===== src/design/ssdc_pkg.sv =====
`timescale 1ns / 1ps

package ssdc_pkg;

  // Field widths of the stream words and the register
  localparam int unsigned VALUE_W   = 32;
  localparam int unsigned DIV_W     = 11;
  localparam int unsigned TOTAL_W   = 48;
  localparam int unsigned COUNT_W   = 32;
  localparam int unsigned RES_OUT_W = 10;
  localparam int unsigned OUT_DATA_W = 64;

  localparam int unsigned DEF_MAX_DIVISOR = 1024;

  // Bits retired per cycle by the remainder steppers
  localparam int unsigned DIGIT_W = 4;

  // Epoch tag kept beside each count; the all-ones tag marks a swept entry
  localparam int unsigned EPOCH_W = 8;
  localparam logic [EPOCH_W-1:0] EPOCH_STALE = '1;
  localparam logic [EPOCH_W-1:0] EPOCH_LAST  = EPOCH_STALE - 1'b1;

  localparam logic [COUNT_W-1:0] COUNT_MAX = '1;
  localparam logic [TOTAL_W-1:0] TOTAL_MAX = '1;

  typedef enum logic [2:0] {
    BK_SWEEP,
    BK_IDLE,
    BK_START,
    BK_REDUCE,
    BK_READ,
    BK_LOOK
  } bk_state_e;

  typedef struct packed {
    logic sweeping;
    logic finishing;
  } bk_status_t;

endpackage


===== src/design/ssdc_queue.sv =====
`timescale 1ns / 1ps

module ssdc_queue #(
  parameter int unsigned W = 2
) (
  input  logic         clk_i,
  input  logic         rst_ni,
  input  logic         push_valid_i,
  output logic         push_ready_o,
  input  logic [W-1:0] push_data_i,
  output logic         pop_valid_o,
  input  logic         pop_ready_i,
  output logic [W-1:0] pop_data_o
);
  import ssdc_pkg::*;

  logic [W-1:0] slot_q [2];
  logic         wr_q;
  logic         rd_q;
  logic [1:0]   fill_q;
  logic         push;
  logic         pop;

  assign push_ready_o = (fill_q != 2'd2);
  assign pop_valid_o  = (fill_q != 2'd0);
  assign pop_data_o   = slot_q[rd_q];
  assign push         = push_valid_i && push_ready_o;
  assign pop          = pop_valid_o && pop_ready_i;

  always_ff @(posedge clk_i) begin
    if (push) begin
      slot_q[wr_q] <= push_data_i;
    end
  end

  always_ff @(posedge clk_i or negedge rst_ni) begin
    if (!rst_ni) begin
      wr_q   <= 1'b0;
      rd_q   <= 1'b0;
      fill_q <= 2'd0;
    end else begin
      if (push) begin
        wr_q <= ~wr_q;
      end
      if (pop) begin
        rd_q <= ~rd_q;
      end
      unique case ({push, pop})
        2'b10:   fill_q <= fill_q + 2'd1;
        2'b01:   fill_q <= fill_q - 2'd1;
        default: fill_q <= fill_q;
      endcase
    end
  end

endmodule


===== config.mk =====
export PLATFORM = sky130hd
export DESIGN_NAME = ssdc_queue
export DESIGN_NICKNAME = d
export VERILOG_FILES = /design/src/design/ssdc_pkg.sv /design/src/design/ssdc_queue.sv
export SDC_FILE = /design/constraint.sdc
export NUM_CORES = 1
export LEC_CHECK = 0
export ABC_AREA = 1
export ABC_CLOCK_PERIOD_IN_PS = 3700
export BUFFER_PORTS_ARGS = -buffer_cell sky130_fd_sc_hd__buf_2
export CAP_MARGIN = 20
export CORE_AREA = 3 3 40 42
export DETAILED_ROUTE_END_ITERATION = 6
export DIE_AREA = 0 0 43 45
export GPL_TIMING_DRIVEN = 0
export PLACE_DENSITY_LB_ADDON = 0.3
export SLEW_MARGIN = 20
export SYNTH_ARGS = -nofsm -noshare
export SYNTH_HDL_FRONTEND = slang
export SYNTH_SLANG_ARGS = --single-unit

===== constraint.sdc =====
create_clock -name clk_i -period 3.7 [get_ports clk_i]
set_clock_uncertainty 0.1 [all_clocks]
set_input_delay 1.11 -clock clk_i [delete_from_list [all_inputs] [get_ports clk_i]]
set_output_delay 1.11 -clock clk_i [all_outputs]
set_load 0.01 [all_outputs]

==> metrics.cfg <==
[outcome]
run_status=finished clean

[layout]
area_growth_pct=23.4
stdcell_area_um2=475
layout.cells.most_common_list=13 x nand2_1, 9 x buf_2, 6 x inv_1
fin_nets=61
count_of_filler_cells_inserted_in_the_layout=141
num_antenna_cells=0
final_common_cell=nand2_1
final_layout_size_suffix_gt1_frac=0.321
post-route-util=0.370

[worst_hold_path]
whs_endpoint=fill_q[0]
holdCritPathClass=reg2reg
timing.hold.worst.start=fill_q[0]
worstHoldPathCells=1

[floorplan]
placementRows=13
initial_core_util=0.300
design.portCount=10
die_area_mm2=0.00194
die_span_y_um=45
placeableCoreArea_mm2=0.00128
die_w_um=43

[timing]
setup_slack_ns=1.53
timing.slew.headroom=0.882
final_count_of_negative_setup_slack_endpoints=0
post_route_setup_tns_ns=0
final.period_utilization=0.587
final-max-slew-violation-count=0
timing.final.crit_period_ns=2.17
fmaxAchievable_mhz=461
unrepaired_setup_endpoints_after_global_routing=false
tightest_slew_ns=0.177
final-hold-violation-count=0

[clock_tree]
clk_path_buf_depth=2
cts_buffers=3
tritoncts=yes
post_cts_resized=0
post-cts-setup-buffers=0
clock_tree.root_cell=clkbuf_4
worstSkewPairLatency_ns=0.24
cts.reportedPaths.clkPinSlew_ns=0.05
clock_tree_sinks=8
cts.hold.buffers_added=0
h-tree-depth=1

[pwr]
vdd_ir_drop_max_mv=0.245
total_power_w=0.000383
cellPowerDensity_mw_per_mm2=806
power.leakage_nw=0.245

[yosys]
postSynthNetCount=47
post_synth_instance_area_um2=385
ys_seq_area_frac=0.571
yosys.cell_types.count=14
number_of_warnings_printed_during_yosys_synthesis=0
post_synth_inst_count=40
synth_largest_area_cell=edfxtp_1
synth_area_per_cell_um2=9.63
post_synthesis_register_bit_count=8
synth_largest_type_area_fraction=0.312
netlist_top_cells_area=edfxtp_1 31%, dfrtp_1 26%, nand2_1 13%, inv_1 5.8%, nand2_4 5.8%

[setup_path]
cp_data_required_time_ns=2.49
timing.critical_path.to_type=primary output
path_class=reg2out
critical_path.max_fanout=3
worst_flop_to_flop_path_startpoint=fill_q[0]
critical_path.startpoint=fill_q[0]
critPathLaunchType=flip-flop
worst_ep_arrival_time_ns=0.96
ff2ff_path_depth=9
timing.rr.end=fill_q[1]
reg2reg_setup_slack_ns=2.25

[placed_design]
numPortBuffers=9
preCtsSetupSlack_ns=1.60
dpl_cell_area_um2=449
gp_congestion=0.642

[global_routing]
via_count_of_the_first_global_routing_pass=272
grt_pass1_wl_mm=1.03
initial_antenna_violation_count=0
globalRouteTotalUtil=0.0751
largest_net_degree_at_the_start_of_global_routing=6
gr-total-overflow=0

[routing]
num_vias=285
detailedRoute.firstIterationViolations=4
firstDrtPassIters=3
final_routed_wirelength_um=564
number_of_design_rule_violations_left_after_detail_routing=0
post_drt_via_cell_ratio=4.19
wl_per_cell_um=8.29
drt.antenna.violating_nets=0

[flow_run]
max_cap_violations=0

-- sequential cells by signal, summed over array words and instances (netlist names) --
register	cells
slot_q	4
fill_q	2
rd_q	1
wr_q	1
-- per-layer routing --
layer | GRT usage | vias up | wire length, um
met3 | 0.0279 | 0 | 33
li1 | - | 153 | -
met5 | 0 | - | 0
met4 | 0.0723 | 0 | 0
met2 | 0.114 | 6 | 295
met1 | 0.0802 | 126 | 235
-- power breakdown --
part            total, W  internal, W  switching, W
combinational   0.000163    0.0000656     0.0000973
sequential      0.000152     0.000129     0.0000233
clock          0.0000678    0.0000411     0.0000267
-- kinds of logic (layout without fill, tap and decap cells) --
| family | Yosys count | count (layout) | share of synthesized area |
|---|---|---|---|
| compound gates | 1 | 1 | 0.0130 |
| fa+ha+maj | 1 | 1 | 0.0325 |
| simple gates | 22 | 22 | 0.292 |
| xor+xnor | 1 | 1 | 0.0227 |
| buf+inv | 7 | 20 | 0.0682 |
| flops | 8 | 8 | 0.571 |
-- worst max-delay path, cell delays in order, from the launching register on --
cell and delay [ns]:
dfrtp_1 0.40, inv_2 0.11, nand2_4 0.07, buf_2 0.14
-- through the flow --
| stage | hold slack [ns] | std cells |
|---|---|---|
| finish | 0.417 | 68 |
| global route | 0.452 | 68 |
| CTS | 0.421 | 68 |
| detailed placement | 0.409 | 64 |
| global placement | 0.407 | 64 |
| floorplan | 0.383 | 40 |
-- worst max path at each step --
| stage | slack, ns | cells past startpoint | end |
|---|---|---|---|
| floorplan | 1.77 | 7 | fill_q[1] |
| global placement | 1.61 | 8 | fill_q[1] |
| detailed placement | 1.60 | 8 | fill_q[1] |
| CTS | 1.51 | 4 | pop_data_o[0] |
| global route | 1.45 | 4 | pop_data_o[0] |
| finish | 1.53 | 3 | push_ready_o |
-- cell type report --
cell class	instances	area (um2)	area share
sequential	8	220	0.463
multi-input combinational	25	139	0.292
timing repair buffer	9	45.0	0.0947
clock buffer	4	26.3	0.0553
inverter	7	26.3	0.0553
tap	15	18.8	0.0395
-- cell usage after synthesis (all sizes together) --
cell    instances
a21oi           1
nand3           2
dfrtp           4
nand4           1
nand2          16
inv             7
edfxtp          4
ha              1
xnor2           1
nor2            3
No activity file was read; power rests on OpenSTA's default activity.
