$ cat src/design/ssdc_pkg.sv
`timescale 1ns / 1ps

package ssdc_pkg;

  // Field widths of the stream words and the register
  localparam int unsigned VALUE_W   = 32;
  localparam int unsigned DIV_W     = 11;
  localparam int unsigned TOTAL_W   = 48;
  localparam int unsigned COUNT_W   = 32;
  localparam int unsigned RES_OUT_W = 10;
  localparam int unsigned OUT_DATA_W = 64;

  localparam int unsigned DEF_MAX_DIVISOR = 1024;

  // Bits retired per cycle by the remainder steppers
  localparam int unsigned DIGIT_W = 4;

  // Epoch tag kept beside each count; the all-ones tag marks a swept entry
  localparam int unsigned EPOCH_W = 8;
  localparam logic [EPOCH_W-1:0] EPOCH_STALE = '1;
  localparam logic [EPOCH_W-1:0] EPOCH_LAST  = EPOCH_STALE - 1'b1;

  localparam logic [COUNT_W-1:0] COUNT_MAX = '1;
  localparam logic [TOTAL_W-1:0] TOTAL_MAX = '1;

  typedef enum logic [2:0] {
    BK_SWEEP,
    BK_IDLE,
    BK_START,
    BK_REDUCE,
    BK_READ,
    BK_LOOK
  } bk_state_e;

  typedef struct packed {
    logic sweeping;
    logic finishing;
  } bk_status_t;

endpackage

$ cat src/design/ssdc_front.sv
`timescale 1ns / 1ps

module ssdc_front #(
  parameter int unsigned MAX_DIVISOR = ssdc_pkg::DEF_MAX_DIVISOR,
  localparam int unsigned KW = $clog2(MAX_DIVISOR + 1),
  localparam int unsigned RW = $clog2(MAX_DIVISOR)
) (
  input  logic                         clk_i,
  input  logic                         rst_ni,
  input  logic                         in_valid_i,
  output logic                         in_ready_o,
  input  logic [ssdc_pkg::VALUE_W-1:0] in_value_i,
  input  logic                         in_first_i,
  input  logic [KW-1:0]                k_i,
  output logic                         out_valid_o,
  input  logic                         out_ready_i,
  output logic [RW-1:0]                out_residue_o,
  output logic                         out_first_o
);
  import ssdc_pkg::*;

  localparam int unsigned NDIG = VALUE_W / DIGIT_W;
  localparam int unsigned CW   = $clog2(NDIG + 1);

  logic                busy_q;
  logic                neg_q;
  logic                first_q;
  logic [VALUE_W-1:0]  mag_q;
  logic [KW-1:0]       rem_q;
  logic [CW-1:0]       cnt_q;
  logic                done;

  // Shift one digit into a remainder that stays below k
  function automatic logic [KW-1:0] mod_digit(logic [KW-1:0] rem, logic [DIGIT_W-1:0] dig,
                                              logic [KW-1:0] k);
    logic [KW:0] r;
    r = {1'b0, rem};
    for (int i = DIGIT_W - 1; i >= 0; i--) begin
      r = {r[KW-1:0], dig[i]};
      if (r >= {1'b0, k}) begin
        r = r - {1'b0, k};
      end
    end
    return r[KW-1:0];
  endfunction

  assign done        = (cnt_q == CW'(NDIG));
  assign in_ready_o  = !busy_q;
  assign out_valid_o = busy_q && done;
  assign out_first_o = first_q;

  // Negative values: fold the magnitude's remainder back into 0..k-1
  always_comb begin
    if (neg_q && (rem_q != '0)) begin
      out_residue_o = RW'(k_i - rem_q);
    end else begin
      out_residue_o = RW'(rem_q);
    end
  end

  always_ff @(posedge clk_i or negedge rst_ni) begin
    if (!rst_ni) begin
      busy_q  <= 1'b0;
      neg_q   <= 1'b0;
      first_q <= 1'b0;
      mag_q   <= '0;
      rem_q   <= '0;
      cnt_q   <= '0;
    end else if (in_valid_i && in_ready_o) begin
      busy_q  <= 1'b1;
      neg_q   <= in_value_i[VALUE_W-1];
      first_q <= in_first_i;
      mag_q   <= in_value_i[VALUE_W-1] ? (~in_value_i + 1'b1) : in_value_i;
      rem_q   <= '0;
      cnt_q   <= '0;
    end else if (busy_q && !done) begin
      rem_q <= mod_digit(rem_q, mag_q[VALUE_W-1 -: DIGIT_W], k_i);
      mag_q <= mag_q << DIGIT_W;
      cnt_q <= cnt_q + 1'b1;
    end else if (out_valid_o && out_ready_i) begin
      busy_q <= 1'b0;
    end
  end

endmodule

$ cat config.mk
export PLATFORM = sky130hd
export DESIGN_NAME = ssdc_front
export DESIGN_NICKNAME = d
export VERILOG_FILES = /design/src/design/ssdc_pkg.sv /design/src/design/ssdc_front.sv
export SDC_FILE = /design/constraint.sdc
export NUM_CORES = 1
export LEC_CHECK = 0
export ABC_CLOCK_PERIOD_IN_PS = 9700
export BUFFER_PORTS_ARGS = -buffer_cell sky130_fd_sc_hd__buf_4
export CAP_MARGIN = 0
export CELL_PAD_IN_SITES_DETAIL_PLACEMENT = 0
export CELL_PAD_IN_SITES_GLOBAL_PLACEMENT = 1
export CORE_ASPECT_RATIO = 1.2
export CORE_UTILIZATION = 45
export CTS_CLUSTER_SIZE = 8
export DETAILED_ROUTE_END_ITERATION = 7
export GPL_TIMING_DRIVEN = 1
export MAX_ROUTING_LAYER = met4
export PLACE_DENSITY = 0.88
export SKIP_CTS_REPAIR_TIMING = 1
export SYNTH_ARGS = -nofsm -noshare
export SYNTH_HDL_FRONTEND = slang
export SYNTH_SLANG_ARGS = --single-unit
$ cat constraint.sdc
create_clock -name clk_i -period 9.7 [get_ports clk_i]
set_clock_uncertainty 0.05 [all_clocks]
set_input_delay 1.94 -clock clk_i [delete_from_list [all_inputs] [get_ports clk_i]]
set_output_delay 1.94 -clock clk_i [all_outputs]
set_load 0.02 [all_outputs]
==> out/qor.yml <==
status:
  status: "completed"
critical_path:
  critPathMaxFanout: 8
  crit_top_cell: "ha_1"
  start_kind: "primary input"
  worstRegToRegCells: 39
  crit_slowest_cell: "fa_1"
  rr_endpoint: "rem_q[7]$_DFFE_PN0P_"
  crit_path_end_kind: "flip-flop"
  worst_ep_required_time_ns: 9.82
  critPathKind: "primary input to flip-flop"
  arrival_ns: 9.39
  cp_slowest_stage_delay_ns: 0.38
  reg2reg_slack_ns: 1.68
  r2r_start: "mag_q[31]$_DFFE_PN0P_"
yosys:
  ys_async_sr_fraction: 1.00
  yosys.cell_count.top_type: "nand2_1"
  ys_top_cells_by_count: "105 x nand2_1, 60 x o21ai_0, 57 x nor2_1"
  synth.area.top_cells: "dfrtp_1 22%, ha_1 12%, nand2_1 6.8%, xnor2_1 5.6%, o21ai_0 5.2%"
  yosysTopAreaCellShare: 0.215
  synth_seq_cells: 50
  synth.avg_cell_area_sq_um: 7.80
  ys.flop_type: "dfrtp_1"
  ys_seq_area_frac: 0.215
  synth_cell_types: 75
  synthCells: 746
  ys.warnings.count: 0
  synth.largest_area_cell: "dfrtp_1"
  syn_area_sq_um: 5820
  synth_edf_count: 0
  synthesis.nets: 855
flow_run:
  cap_violations: 0
clock_tree:
  clk_latency_ns: 0.29
  clock_sinks: 50
  cts-root-buf: "clkbuf_16"
  cts_buffer_depth: 2
  tritoncts: "yes"
  htree_levels: 2
  cts_buffers: 5
  cts.clk_slew.worst_paths_ns: 0.07
route:
  drtIter0Drc: 305
  wl_per_cell_um: 17.3
  vias: 6101
  wl_um: 18500
  ant_nets: 0
  dr.pass1.iters: 5
  route.detailed.drc: 0
  drt-vias-per-instance: 5.69
sta:
  maxSlewViolCount: 0
  tightest_slew_ns: 0.649
  hold_viol_final: 0
  max_freq_mhz: 108
  finalCriticalPeriod_ns: 9.27
  fin_crit_sh: 0.956
  hold_slack_ns: 0.450
  slew_headroom: 0.567
  setup_viol: 0
global_route:
  track_usage: 0.292
  first_global_vias: 6356
  grt_max_degree: 55
  antenna_found_initial: 0
  grt_pass1_wl_um: 30300
  grt_overflow: 0
cells_and_area:
  fin_area_sq_um: 7540
  n_antenna_cell: 0
  fillers: 1169
  syn_to_final_growth_pct: 29.6
  layout-drive-gt1-share: 0.265
  nets: 1018
hold_path:
  hold_end: "cnt_q[3]$_DFFE_PN0P_"
  min-delay-start: "cnt_q[3]$_DFFE_PN0P_"
  min_path_type: "flip-flop to flip-flop"
  hold_path_depth: 1
floorplanning:
  die_h_um: 127
  core_area_sq_um: 12600
  io_pins: 61
  placementRows: 45
  initial_utilization: 0.461
  die_area_sq_um: 13400
  die_x_um: 106
placed_design:
  portBuffers: 60
  finalWeightedCongestion: 1.03
  dp_hpwl_um: 14900
  place_area_sq_um: 7260
## critical path, delay by kind of cell
| kind | cells | cell delay, ns |
|---|---|---|
| multiplexers | 3 | 0.91 |
| buffers and inverters | 5 | 0.65 |
| adder cells (fa/ha/maj) | 5 | 1.47 |
| AO/OA/AOI/OAI | 19 | 3.16 |
| AND/OR/NAND/NOR | 7 | 1.27 |
## layer usage
metal / GRT usage / share of wire / up-vias
li1: - / - / 3011
met1: 0.316 / 0.40 / 2869
met2: 0.528 / 0.52 / 164
met3: 0.0334 / 0.038 / 57
met4: 0.138 / 0.046 / 0
met5: - / 0 / -
## sequential cells by signal, indices dropped and copies added, names as in the netlist
signal and cells:
out_first_o 1, cnt_q 4, neg_q 1, rem_q 11
mag_q 32, busy_q 1
## cells in the final DEF (no fill, tap or decap), types with 7 or more instances in the layout
cell and n:
nor2_1 55, o31ai_1 11, xor2_1 22, dfrtp_1 50, nand3_1 15, a22oi_1 7
nor2b_1 11, a21oi_1 26, nor3_1 19, o21ai_0 56, ha_1 56, o21ai_1 11
xnor2_1 37, nand2_1 104, o21a_1 9, mux2_2 8, mux2i_1 16, a21o_1 11
a31oi_1 25, inv_1 55, buf_4 180
## cell families (layout without fill, tap and decap cells)
| logic type | count (synthesis) | after routing | synth area share |
|---|---|---|---|
| AND/OR/NAND/NOR | 254 | 254 | 0.207 |
| adder cells (fa/ha/maj) | 61 | 61 | 0.138 |
| AO/OA/AOI/OAI | 217 | 218 | 0.254 |
| buffers and inverters | 81 | 243 | 0.0542 |
| multiplexers | 24 | 24 | 0.0430 |
| XOR/XNOR | 59 | 59 | 0.0888 |
| flip-flops | 50 | 50 | 0.215 |
## through the flow
step / cells / utilization / TNS [ns] / setup slack (ns)
floorplan: 746 / - / 0 / 0.0311
global placement: 1061 / 0.575 / -0.343 / -0.0929
CTS: 1068 / 0.588 / -0.0494 / -0.0298
detailed placement: 1061 / 0.575 / -2.67 / -0.299
finish: 1073 / 0.598 / 0 / 0.429
global route: 1073 / 0.598 / -0.0809 / -0.0230
## cell type report
cell class	count	area (sq um)	share of cell area
repair buffers	181	1360	0.181
flip-flops and latches	50	1250	0.166
clock buffers	5	125	0.0166
multi-input cells	616	4360	0.577
clock inverters	2	38.8	0.00514
well taps	164	205	0.0272
inverters	55	206	0.0274
## worst max path at each step
stage,startpoint,endpoint,slack (ns),cells after the start
4_1_cts,k_i[0],rem_q[7]$_DFFE_PN0P_,-0.03,38
2_1_floorplan,k_i[8],rem_q[9]$_DFFE_PN0P_,0.03,40
3_5_place_dp,k_i[0],rem_q[7]$_DFFE_PN0P_,-0.30,38
3_3_place_gp,k_i[0],rem_q[7]$_DFFE_PN0P_,-0.09,38
5_1_grt,k_i[0],rem_q[6]$_DFFE_PN0P_,-0.02,39
6_report,k_i[0],rem_q[7]$_DFFE_PN0P_,0.43,39
Power is not shown: default switching activity piles up to over one toggle a cycle in this logic, so the estimate is an artifact.
